**src/hdl/izz_pkg.sv**
```systemverilog
// ----------------------------------------------------------------------------
// izz_pkg
// Shared constants and types for the ZZ Ising ground-energy search block.
// ----------------------------------------------------------------------------
package izz_pkg;

  localparam int MAX_QUBITS = 20;
  localparam int MAX_TERMS  = 64;

  localparam int MASK_W  = 20;
  localparam int COEFF_W = 32;
  localparam int QC_W    = 5;
  localparam int OUT_W   = 39;

  localparam int TERM_W = MASK_W + COEFF_W;
  localparam int IDX_W  = (MAX_TERMS > 1) ? $clog2(MAX_TERMS) : 1;
  localparam int CNT_W  = $clog2(MAX_TERMS + 1);
  localparam int QW     = MAX_QUBITS;
  localparam int ACC_W  = COEFF_W + CNT_W;

  localparam int IN_TDATA_W  = ((TERM_W + 7) / 8) * 8;
  localparam int OUT_TDATA_W = ((OUT_W + 7) / 8) * 8;

  // Search launch request from the load side.
  typedef struct packed {
    logic              go;
    logic [CNT_W-1:0]  n_terms;
    logic [QC_W-1:0]   qubits;
  } izz_start_t;

endpackage

```
**src/hdl/izz_ram.sv**
```systemverilog
// ----------------------------------------------------------------------------
// izz_ram
// Generic simple dual-port RAM: one write port, one registered read port.
// ----------------------------------------------------------------------------
module izz_ram #(
  parameter int Width = 8,
  parameter int Depth = 16,
  parameter int AddrW = (Depth > 1) ? $clog2(Depth) : 1
) (
  input  logic             clk_i,
  input  logic             we_i,
  input  logic [AddrW-1:0] waddr_i,
  input  logic [Width-1:0] wdata_i,
  input  logic             re_i,
  input  logic [AddrW-1:0] raddr_i,
  output logic [Width-1:0] rdata_o
);

  logic [Width-1:0] mem_q [Depth];
  logic [Width-1:0] rdata_q;

  always_ff @(posedge clk_i) begin
    if (we_i) begin
      mem_q[waddr_i] <= wdata_i;
    end
    if (re_i) begin
      rdata_q <= mem_q[raddr_i];
    end
  end

  assign rdata_o = rdata_q;

endmodule

```
**src/hdl/izz_search.sv**
```systemverilog
// ----------------------------------------------------------------------------
// izz_search
// Search engine: sweeps basis states and terms through the term store, one
// term read per cycle, accumulates each state's energy and keeps the minimum.
// ----------------------------------------------------------------------------
module izz_search (
  input  logic                       clk_i,
  input  logic                       rst_ni,
  input  izz_pkg::izz_start_t        start_i,
  output logic                       rd_en_o,
  output logic [izz_pkg::IDX_W-1:0]  rd_addr_o,
  input  logic [izz_pkg::TERM_W-1:0] rd_data_i,
  output logic                       done_o,
  output logic [izz_pkg::ACC_W-1:0]  best_o
);
  import izz_pkg::*;

  // Issue stage
  logic             issue_q, issue_d;
  logic [IDX_W-1:0] t_q, t_d;
  logic [QW-1:0]    i_q, i_d;
  logic [CNT_W-1:0] n_q, n_d;
  logic [QW-1:0]    smax_q, smax_d;
  logic             term_end, state_end;

  // Read-data stage tags
  logic             v1_q, first1_q, last1_q, fin1_q;
  logic [QW-1:0]    st1_q;

  // Accumulate and compare stages
  logic signed [ACC_W-1:0]   acc_q, acc_d, base, addend;
  logic signed [COEFF_W-1:0] coeff;
  logic [MASK_W-1:0]         mask, st_ext;
  logic                      odd;
  logic                      cv_q, cfin_q;
  logic signed [ACC_W-1:0]   best_q;
  logic                      have_q, done_q;

  assign term_end  = ({{(CNT_W-IDX_W){1'b0}}, t_q} == (n_q - CNT_W'(1)));
  assign state_end = (i_q == smax_q);

  always_comb begin
    issue_d = issue_q;
    t_d     = t_q;
    i_d     = i_q;
    n_d     = n_q;
    smax_d  = smax_q;
    if (start_i.go) begin
      issue_d = 1'b1;
      t_d     = '0;
      i_d     = '0;
      n_d     = start_i.n_terms;
      for (int b = 0; b < QW; b++) begin
        smax_d[b] = (b < int'(start_i.qubits));
      end
    end else if (issue_q) begin
      if (term_end) begin
        t_d = '0;
        if (state_end) begin
          issue_d = 1'b0;
        end else begin
          i_d = i_q + QW'(1);
        end
      end else begin
        t_d = t_q + IDX_W'(1);
      end
    end
  end

  always_ff @(posedge clk_i or negedge rst_ni) begin
    if (!rst_ni) begin
      issue_q <= 1'b0;
      t_q     <= '0;
      i_q     <= '0;
      n_q     <= '0;
      smax_q  <= '0;
    end else begin
      issue_q <= issue_d;
      t_q     <= t_d;
      i_q     <= i_d;
      n_q     <= n_d;
      smax_q  <= smax_d;
    end
  end

  assign rd_en_o   = issue_q;
  assign rd_addr_o = t_q;

  always_ff @(posedge clk_i or negedge rst_ni) begin
    if (!rst_ni) begin
      v1_q     <= 1'b0;
      first1_q <= 1'b0;
      last1_q  <= 1'b0;
      fin1_q   <= 1'b0;
    end else begin
      v1_q     <= issue_q;
      first1_q <= (t_q == '0);
      last1_q  <= term_end;
      fin1_q   <= term_end && state_end;
    end
  end

  always_ff @(posedge clk_i) begin
    st1_q <= i_q;
  end

  // Energy contribution: minus the coefficient on odd overlap parity
  always_comb begin
    mask   = rd_data_i[MASK_W-1:0];
    coeff  = signed'(rd_data_i[TERM_W-1:MASK_W]);
    st_ext = MASK_W'(st1_q);
    odd    = ^(st_ext & mask);
    addend = ACC_W'(coeff);
    base   = first1_q ? '0 : acc_q;
    acc_d  = odd ? (base - addend) : (base + addend);
  end

  always_ff @(posedge clk_i) begin
    if (v1_q) begin
      acc_q <= acc_d;
    end
  end

  always_ff @(posedge clk_i or negedge rst_ni) begin
    if (!rst_ni) begin
      cv_q   <= 1'b0;
      cfin_q <= 1'b0;
      have_q <= 1'b0;
      done_q <= 1'b0;
    end else begin
      cv_q   <= v1_q && last1_q;
      cfin_q <= v1_q && fin1_q;
      done_q <= cv_q && cfin_q;
      if (start_i.go) begin
        have_q <= 1'b0;
      end else if (cv_q) begin
        have_q <= 1'b1;
      end
    end
  end

  always_ff @(posedge clk_i) begin
    if (cv_q && (!have_q || (acc_q < best_q))) begin
      best_q <= acc_q;
    end
  end

  assign done_o = done_q;
  assign best_o = best_q;

endmodule

```
**src/hdl/ising_zz_ground_energy_search.sv**
```systemverilog
// ----------------------------------------------------------------------------
// ising_zz_ground_energy_search
// Brute-force ground-state energy of a diagonal ZZ Ising Hamiltonian.
// ----------------------------------------------------------------------------
// Throughput: one term load per cycle, back to back, while s_axis_tready is high.
// Search: the final term starts a search that reads all N stored terms for
//   each of the 2^Q basis states (Q qubits) through the single read port of
//   the term store, and the minimum then moves on to the output register.
// Input is held off (s_axis_tready low) from the final term until the
//   result has moved into the output register.
// Reset clears control, the term count and sets qubit_count to 1; the term
//   store keeps its contents and needs no clearing pass.
module ising_zz_ground_energy_search (
  input  logic                           clk_i,
  input  logic                           rst_ni,
  // Configuration: qubit_count
  input  logic                           cfg_valid_i,
  output logic                           cfg_ready_o,
  input  logic [izz_pkg::QC_W-1:0]       cfg_data_i,
  // Term input
  input  logic                           s_axis_tvalid,
  output logic                           s_axis_tready,
  // [19:0] term_mask, [51:20] term_coeff, upper bits zero
  input  logic [izz_pkg::IN_TDATA_W-1:0] s_axis_tdata,
  input  logic                           s_axis_tlast,  // last_term
  // Result output
  output logic                            m_axis_tvalid,
  input  logic                            m_axis_tready,
  // [38:0] min_energy, upper bit zero
  output logic [izz_pkg::OUT_TDATA_W-1:0] m_axis_tdata
);
  import izz_pkg::*;

  logic [QC_W-1:0]   qc_q;
  logic [CNT_W-1:0]  cnt_q, cnt_d;
  logic              busy_q, busy_d;
  logic              pend_q, pend_d;
  logic              mv_q, mv_d;
  logic [OUT_W-1:0]  mdata_q;
  logic              load_d;
  logic              in_xact, have_room, wr_en;
  izz_start_t        start;

  logic              rd_en;
  logic [IDX_W-1:0]  rd_addr;
  logic [TERM_W-1:0] rd_data;
  logic              done;
  logic [ACC_W-1:0]  best;

  // The register is always writable; the user writes it only while idle.
  assign cfg_ready_o = 1'b1;

  always_ff @(posedge clk_i or negedge rst_ni) begin
    if (!rst_ni) begin
      qc_q <= QC_W'(1);
    end else if (cfg_valid_i && cfg_ready_o) begin
      qc_q <= cfg_data_i;
    end
  end

  // Load side: store each term at the running count, drop it once full.
  assign s_axis_tready = !busy_q;
  assign in_xact       = s_axis_tvalid && s_axis_tready;
  assign have_room     = (cnt_q < CNT_W'(MAX_TERMS));
  assign wr_en         = in_xact && have_room;

  always_comb begin
    cnt_d         = cnt_q;
    start.go      = 1'b0;
    start.n_terms = have_room ? (cnt_q + CNT_W'(1)) : cnt_q;
    start.qubits  = qc_q;
    if (in_xact) begin
      if (s_axis_tlast) begin
        // Launch the search over every stored term and restart the count
        start.go = 1'b1;
        cnt_d    = '0;
      end else if (have_room) begin
        cnt_d = cnt_q + CNT_W'(1);
      end
    end
  end

  izz_ram #(
    .Width (TERM_W),
    .Depth (MAX_TERMS)
  ) u_term_ram (
    .clk_i   (clk_i),
    .we_i    (wr_en),
    .waddr_i (cnt_q[IDX_W-1:0]),
    .wdata_i (s_axis_tdata[TERM_W-1:0]),
    .re_i    (rd_en),
    .raddr_i (rd_addr),
    .rdata_o (rd_data)
  );

  izz_search u_search (
    .clk_i     (clk_i),
    .rst_ni    (rst_ni),
    .start_i   (start),
    .rd_en_o   (rd_en),
    .rd_addr_o (rd_addr),
    .rd_data_i (rd_data),
    .done_o    (done),
    .best_o    (best)
  );

  // Result hand-off: hold the finished minimum until the output register
  // is free, then release the input side.
  always_comb begin
    busy_d = busy_q;
    pend_d = pend_q;
    mv_d   = mv_q;
    load_d = 1'b0;
    if (start.go) begin
      busy_d = 1'b1;
    end
    if (done) begin
      pend_d = 1'b1;
    end
    if (mv_q && m_axis_tready) begin
      mv_d = 1'b0;
    end
    if (pend_q && (!mv_q || m_axis_tready)) begin
      mv_d   = 1'b1;
      load_d = 1'b1;
      pend_d = 1'b0;
      busy_d = 1'b0;
    end
  end

  always_ff @(posedge clk_i or negedge rst_ni) begin
    if (!rst_ni) begin
      cnt_q  <= '0;
      busy_q <= 1'b0;
      pend_q <= 1'b0;
      mv_q   <= 1'b0;
    end else begin
      cnt_q  <= cnt_d;
      busy_q <= busy_d;
      pend_q <= pend_d;
      mv_q   <= mv_d;
    end
  end

  // Cast the accumulator to the result width (both are 39 bits here)
  always_ff @(posedge clk_i) begin
    if (load_d) begin
      mdata_q <= OUT_W'(signed'(best));
    end
  end

  assign m_axis_tvalid = mv_q;
  assign m_axis_tdata  = {{(OUT_TDATA_W-OUT_W){1'b0}}, mdata_q};

endmodule
```
**config.mk**
```make
export PLATFORM = sky130hd
export DESIGN_NAME = ising_zz_ground_energy_search
export DESIGN_NICKNAME = d
export VERILOG_FILES = /design/src/hdl/izz_pkg.sv /design/src/hdl/izz_ram.sv /design/src/hdl/izz_search.sv /design/src/hdl/ising_zz_ground_energy_search.sv
export SDC_FILE = /design/constraint.sdc
export NUM_CORES = 2
export LEC_CHECK = 0
export BUFFER_PORTS_ARGS = -buffer_cell sky130_fd_sc_hd__buf_2
export CORE_AREA = 8 8 469 517
export CTS_CLUSTER_SIZE = 40
export DETAILED_ROUTE_END_ITERATION = 16
export DIE_AREA = 0 0 477 525
export GPL_TIMING_DRIVEN = 0
export PLACE_DENSITY_LB_ADDON = 0.05
export SLEW_MARGIN = 10
export SYNTH_ARGS = -nofsm -noshare
export SYNTH_HDL_FRONTEND = slang
export SYNTH_SLANG_ARGS = --single-unit
export TNS_END_PERCENT = 1
```
**constraint.sdc**
```tcl
create_clock -name clk_i -period 7.2 [get_ports clk_i]
set_clock_uncertainty 0.2 [all_clocks]
set_input_delay 1.44 -clock clk_i [delete_from_list [all_inputs] [get_ports clk_i]]
set_output_delay 1.44 -clock clk_i [all_outputs]
set_load 0.005 [all_outputs]
```
==> results.sh <==
export IMPL_multi_input_area_um2=31140
export IMPL_die_w_um=477
export IMPL_synth_fa_ha_area_frac=0.007507
export IMPL_postCtsHoldBufs=0
export IMPL_synth_seq_cells=3594
export IMPL_hold_violations=0
export IMPL_io_pins=110
export IMPL_post_cts_buffers=0
export IMPL_synth_edf_count=3497
export IMPL_synth_compound_area_share=0.01071
export IMPL_grt_overflow_total=0
export IMPL_fp_dieArea_um2=250400
export IMPL_crit_fanout=10
export IMPL_syn_cell_area_um2=139300
export IMPL_ant_nets=0
export IMPL_power_density_nw_per_um2=435.9
export IMPL_cts_tree="done"
export IMPL_gp_congestion=0.8367
export IMPL_cts_buffer_depth=4
export IMPL_clkSinkCount=3594
export IMPL_drv_slew=0
export IMPL_via_count=67565
export IMPL_syn_avg_cell_area_um2=23.40
export IMPL_core_area_um2=234200
export IMPL_cts_clk_slew_worst_paths_ps=60
export IMPL_cts_buffers=364
export IMPL_critPathCaptureType="flip-flop"
export IMPL_seq_area_frac_synth=0.7703
export IMPL_vias_per_cell=6.740
export IMPL_cp_required_ps=7700
export IMPL_worst_r2r_setup_slack_ps=470
export IMPL_synthArstFlopShare=0.02142
export IMPL_cts_root_buf="clkbuf_16"
export IMPL_rows=187
export IMPL_cap_violations=0
export IMPL_hold_class="in -> async"
export IMPL_antenna_found_initial=25
export IMPL_rsz0062_at_grt="no"
export IMPL_cts_max_level=5
export IMPL_nNetsFinal=6778
export IMPL_fmax_mhz=148.5
export IMPL_ff_latch_area_um2=107300
export IMPL_fp_dieH_um=525
export IMPL_grt_pass1_wl_um=515100
export IMPL_criticalPathCategory="reg -> reg"
export IMPL_p_total_mw=69.65
export IMPL_p_leak_nw=50.46
export IMPL_drive_gt1_frac=0.2962
export IMPL_wl_um=368200
export IMPL_routedWlPerCell_um=36.73
export IMPL_whs_ps=177.1
export IMPL_syn_to_final_growth_pct=14.67
export IMPL_final_cell_mix="edfxtp_1, mux4_2, clkbuf_16"
export IMPL_slew_headroom=0.1093
export IMPL_start_kind="flip-flop"
export IMPL_grt_pass1_vias=68690
export IMPL_synth_simple_gate_area_frac=0.01604
export IMPL_ir_worst_vdd_v=0.0005457
export IMPL_initial_utilization=0.5950
export IMPL_clk_latency_ps=980
export IMPL_ys_types=76
export IMPL_final_common_cell="edfxtp_1"
export IMPL_synth_xor_area_frac=0.008521
export IMPL_synth_ff_type="edfxtp_1"
export IMPL_yosysWarningCount=0
export IMPL_drc=0
export IMPL_port_buffers=103
export IMPL_drt_iter0_markers=9305
export IMPL_place_hpwl_um=253500
export IMPL_fill_cells=14203
export IMPL_finalSetupViolCount=0
export IMPL_worst_slew_pin_slew_ps=1336
export IMPL_grt_usage=0.2914
export IMPL_syn_nets=6104
export IMPL_critPathArrivalTime_ps=7230
export IMPL_run_status="complete, no violations"
export IMPL_period_share=0.9353
export IMPL_fin_crit_ps=6734
export IMPL_grt_max_degree=65
export IMPL_syn_inst=5954
export IMPL_final_util=0.6822
export IMPL_muxShareOfSynthArea=0.1771
export IMPL_dr_pass1_iters=8
export IMPL_synth_top_family_by_area="multiplexers"
-- timing repair --
action | CTS | global route
setup endpoints to repair | 4 | 1
hold endpoints to repair | 0 | 0
resized for setup | 1 | 1
-- area by class of cell --
cell class	instances	share of cell area
inverter	64	0.001503
sequential	3594	0.6718
multi-input combinational	2002	0.1949
timing repair buffer	308	0.03023
tap	3118	0.02442
clock buffer	460	0.06025
antenna	12	0.0001879
buffer	294	0.007549
clock inverter	173	0.009224
-- power breakdown --
part	internal (mW)	leakage, nW	total [mW]	switching [mW]
clock network	10.3	5.40	18.0	7.65
logic	11.3	12.4	26.9	15.6
registers	24.4	32.7	24.8	0.412
total	46.0	50.5	69.7	23.7
-- registers in the layout, indices dropped and copies added, names as in the netlist, 6 cells and up --
name / count
u_term_ram.rdata_o: 52
u_search.i_q: 20
u_search.st1_q: 20
u_search.smax_q: 20
u_search.acc_q: 39
u_search.best_o: 39
u_search.n_q: 7
cnt_q: 7
mdata_q: 39
u_term_ram.mem_q: 3328
u_search.rd_addr_o: 6
-- cell families (layout without fill, tap and decap cells) --
kind of cell | after synthesis | after routing
compound gates | 232 | 232
xor+xnor | 134 | 134
fa+ha+maj | 83 | 83
buf+inv | 358 | 1299
flops | 3594 | 3594
mux | 1100 | 1100
other cells | 2 | 14
simple gates | 451 | 451
-- routing by layer --
| layer | vias to the layer above | global-route usage | share of wire |
|---|---|---|---|
| li1 | 26730 | - | - |
| met1 | 36298 | 0.3947 | 0.36 |
| met2 | 3894 | 0.4817 | 0.50 |
| met3 | 641 | 0.06869 | 0.11 |
| met4 | 2 | 0.08499 | 0.032 |
| met5 | - | 0 | 0.000046 |
-- worst paths after layout --
check / start / to / cells after the start
setup / recovery: u_term_ram.rdata_o[18] / u_search.acc_q[38] / 18
hold / removal: rst_ni / u_search.i_q[4] / 1
setup reg to reg: u_term_ram.rdata_o[18] / u_search.acc_q[38] / 18
hold reg to reg: u_search.i_q[19] / u_search.st1_q[19] / 0
max in group asynchronous: rst_ni / qc_q[0] / 2
min in group clk_i: u_search.i_q[19] / u_search.st1_q[19] / 0
-- synth_stat cells (6+ instances only) --
cell / instances / area share
o21ai_0: 66 / 0.0024
xor2_1: 76 / 0.0048
nor3_1: 11 / 0.00040
o311ai_0: 6 / 0.00038
buf_1: 87 / 0.0023
a21o_1: 28 / 0.0015
a31oi_1: 8 / 0.00036
and2_1: 10 / 0.00045
nor2_1: 145 / 0.0039
nand3_1: 35 / 0.0013
mux4_2: 1092 / 0.18
nand4_1: 14 / 0.00063
or4_1: 6 / 0.00032
nand2_1: 106 / 0.0029
dfrtp_1: 76 / 0.014
nor2b_1: 54 / 0.0024
o21a_1: 11 / 0.00059
and3_1: 12 / 0.00054
ha_1: 82 / 0.0074
inv_1: 64 / 0.0017
nor4_1: 7 / 0.00031
nand2b_1: 13 / 0.00058
xnor2_1: 57 / 0.0036
dfxtp_1: 20 / 0.0029
edfxtp_1: 3497 / 0.75
a21oi_1: 56 / 0.0020
o31ai_1: 12 / 0.00065
clkbuf_1: 201 / 0.0054
-- metrics by stage --
step | instances | setup WS (ps) | area [um2] | TNS [ps]
after floorplan | 5954 | 2089 | 139300 | 0
after global placement | 9175 | -2524 | 143800 | -5937650
after detailed placement | 9378 | -229.0 | 148600 | -453.2
after CTS | 10011 | 111.3 | 159700 | 0
after global routing | 10015 | 258.3 | 159800 | 0
final | 10025 | 466.1 | 159800 | 0
-- worst max-delay path, cell delays in order (launching register included) --
cell and delay, ps:
edfxtp_1 470, nand2_1 120, xor2_1 180, xnor2_1 140, xnor3_1 450, xnor2_2 570
clkbuf_1 570, o41ai_1 230, xor2_1 190, ha_1 300, clkbuf_1 260, nand4_1 260
or4_1 650, o311ai_1 640, a31oi_1 390, o31ai_1 390, a21oi_1 150, a21oi_1 200
xnor2_1 100
(Power assumes the default switching activity.)
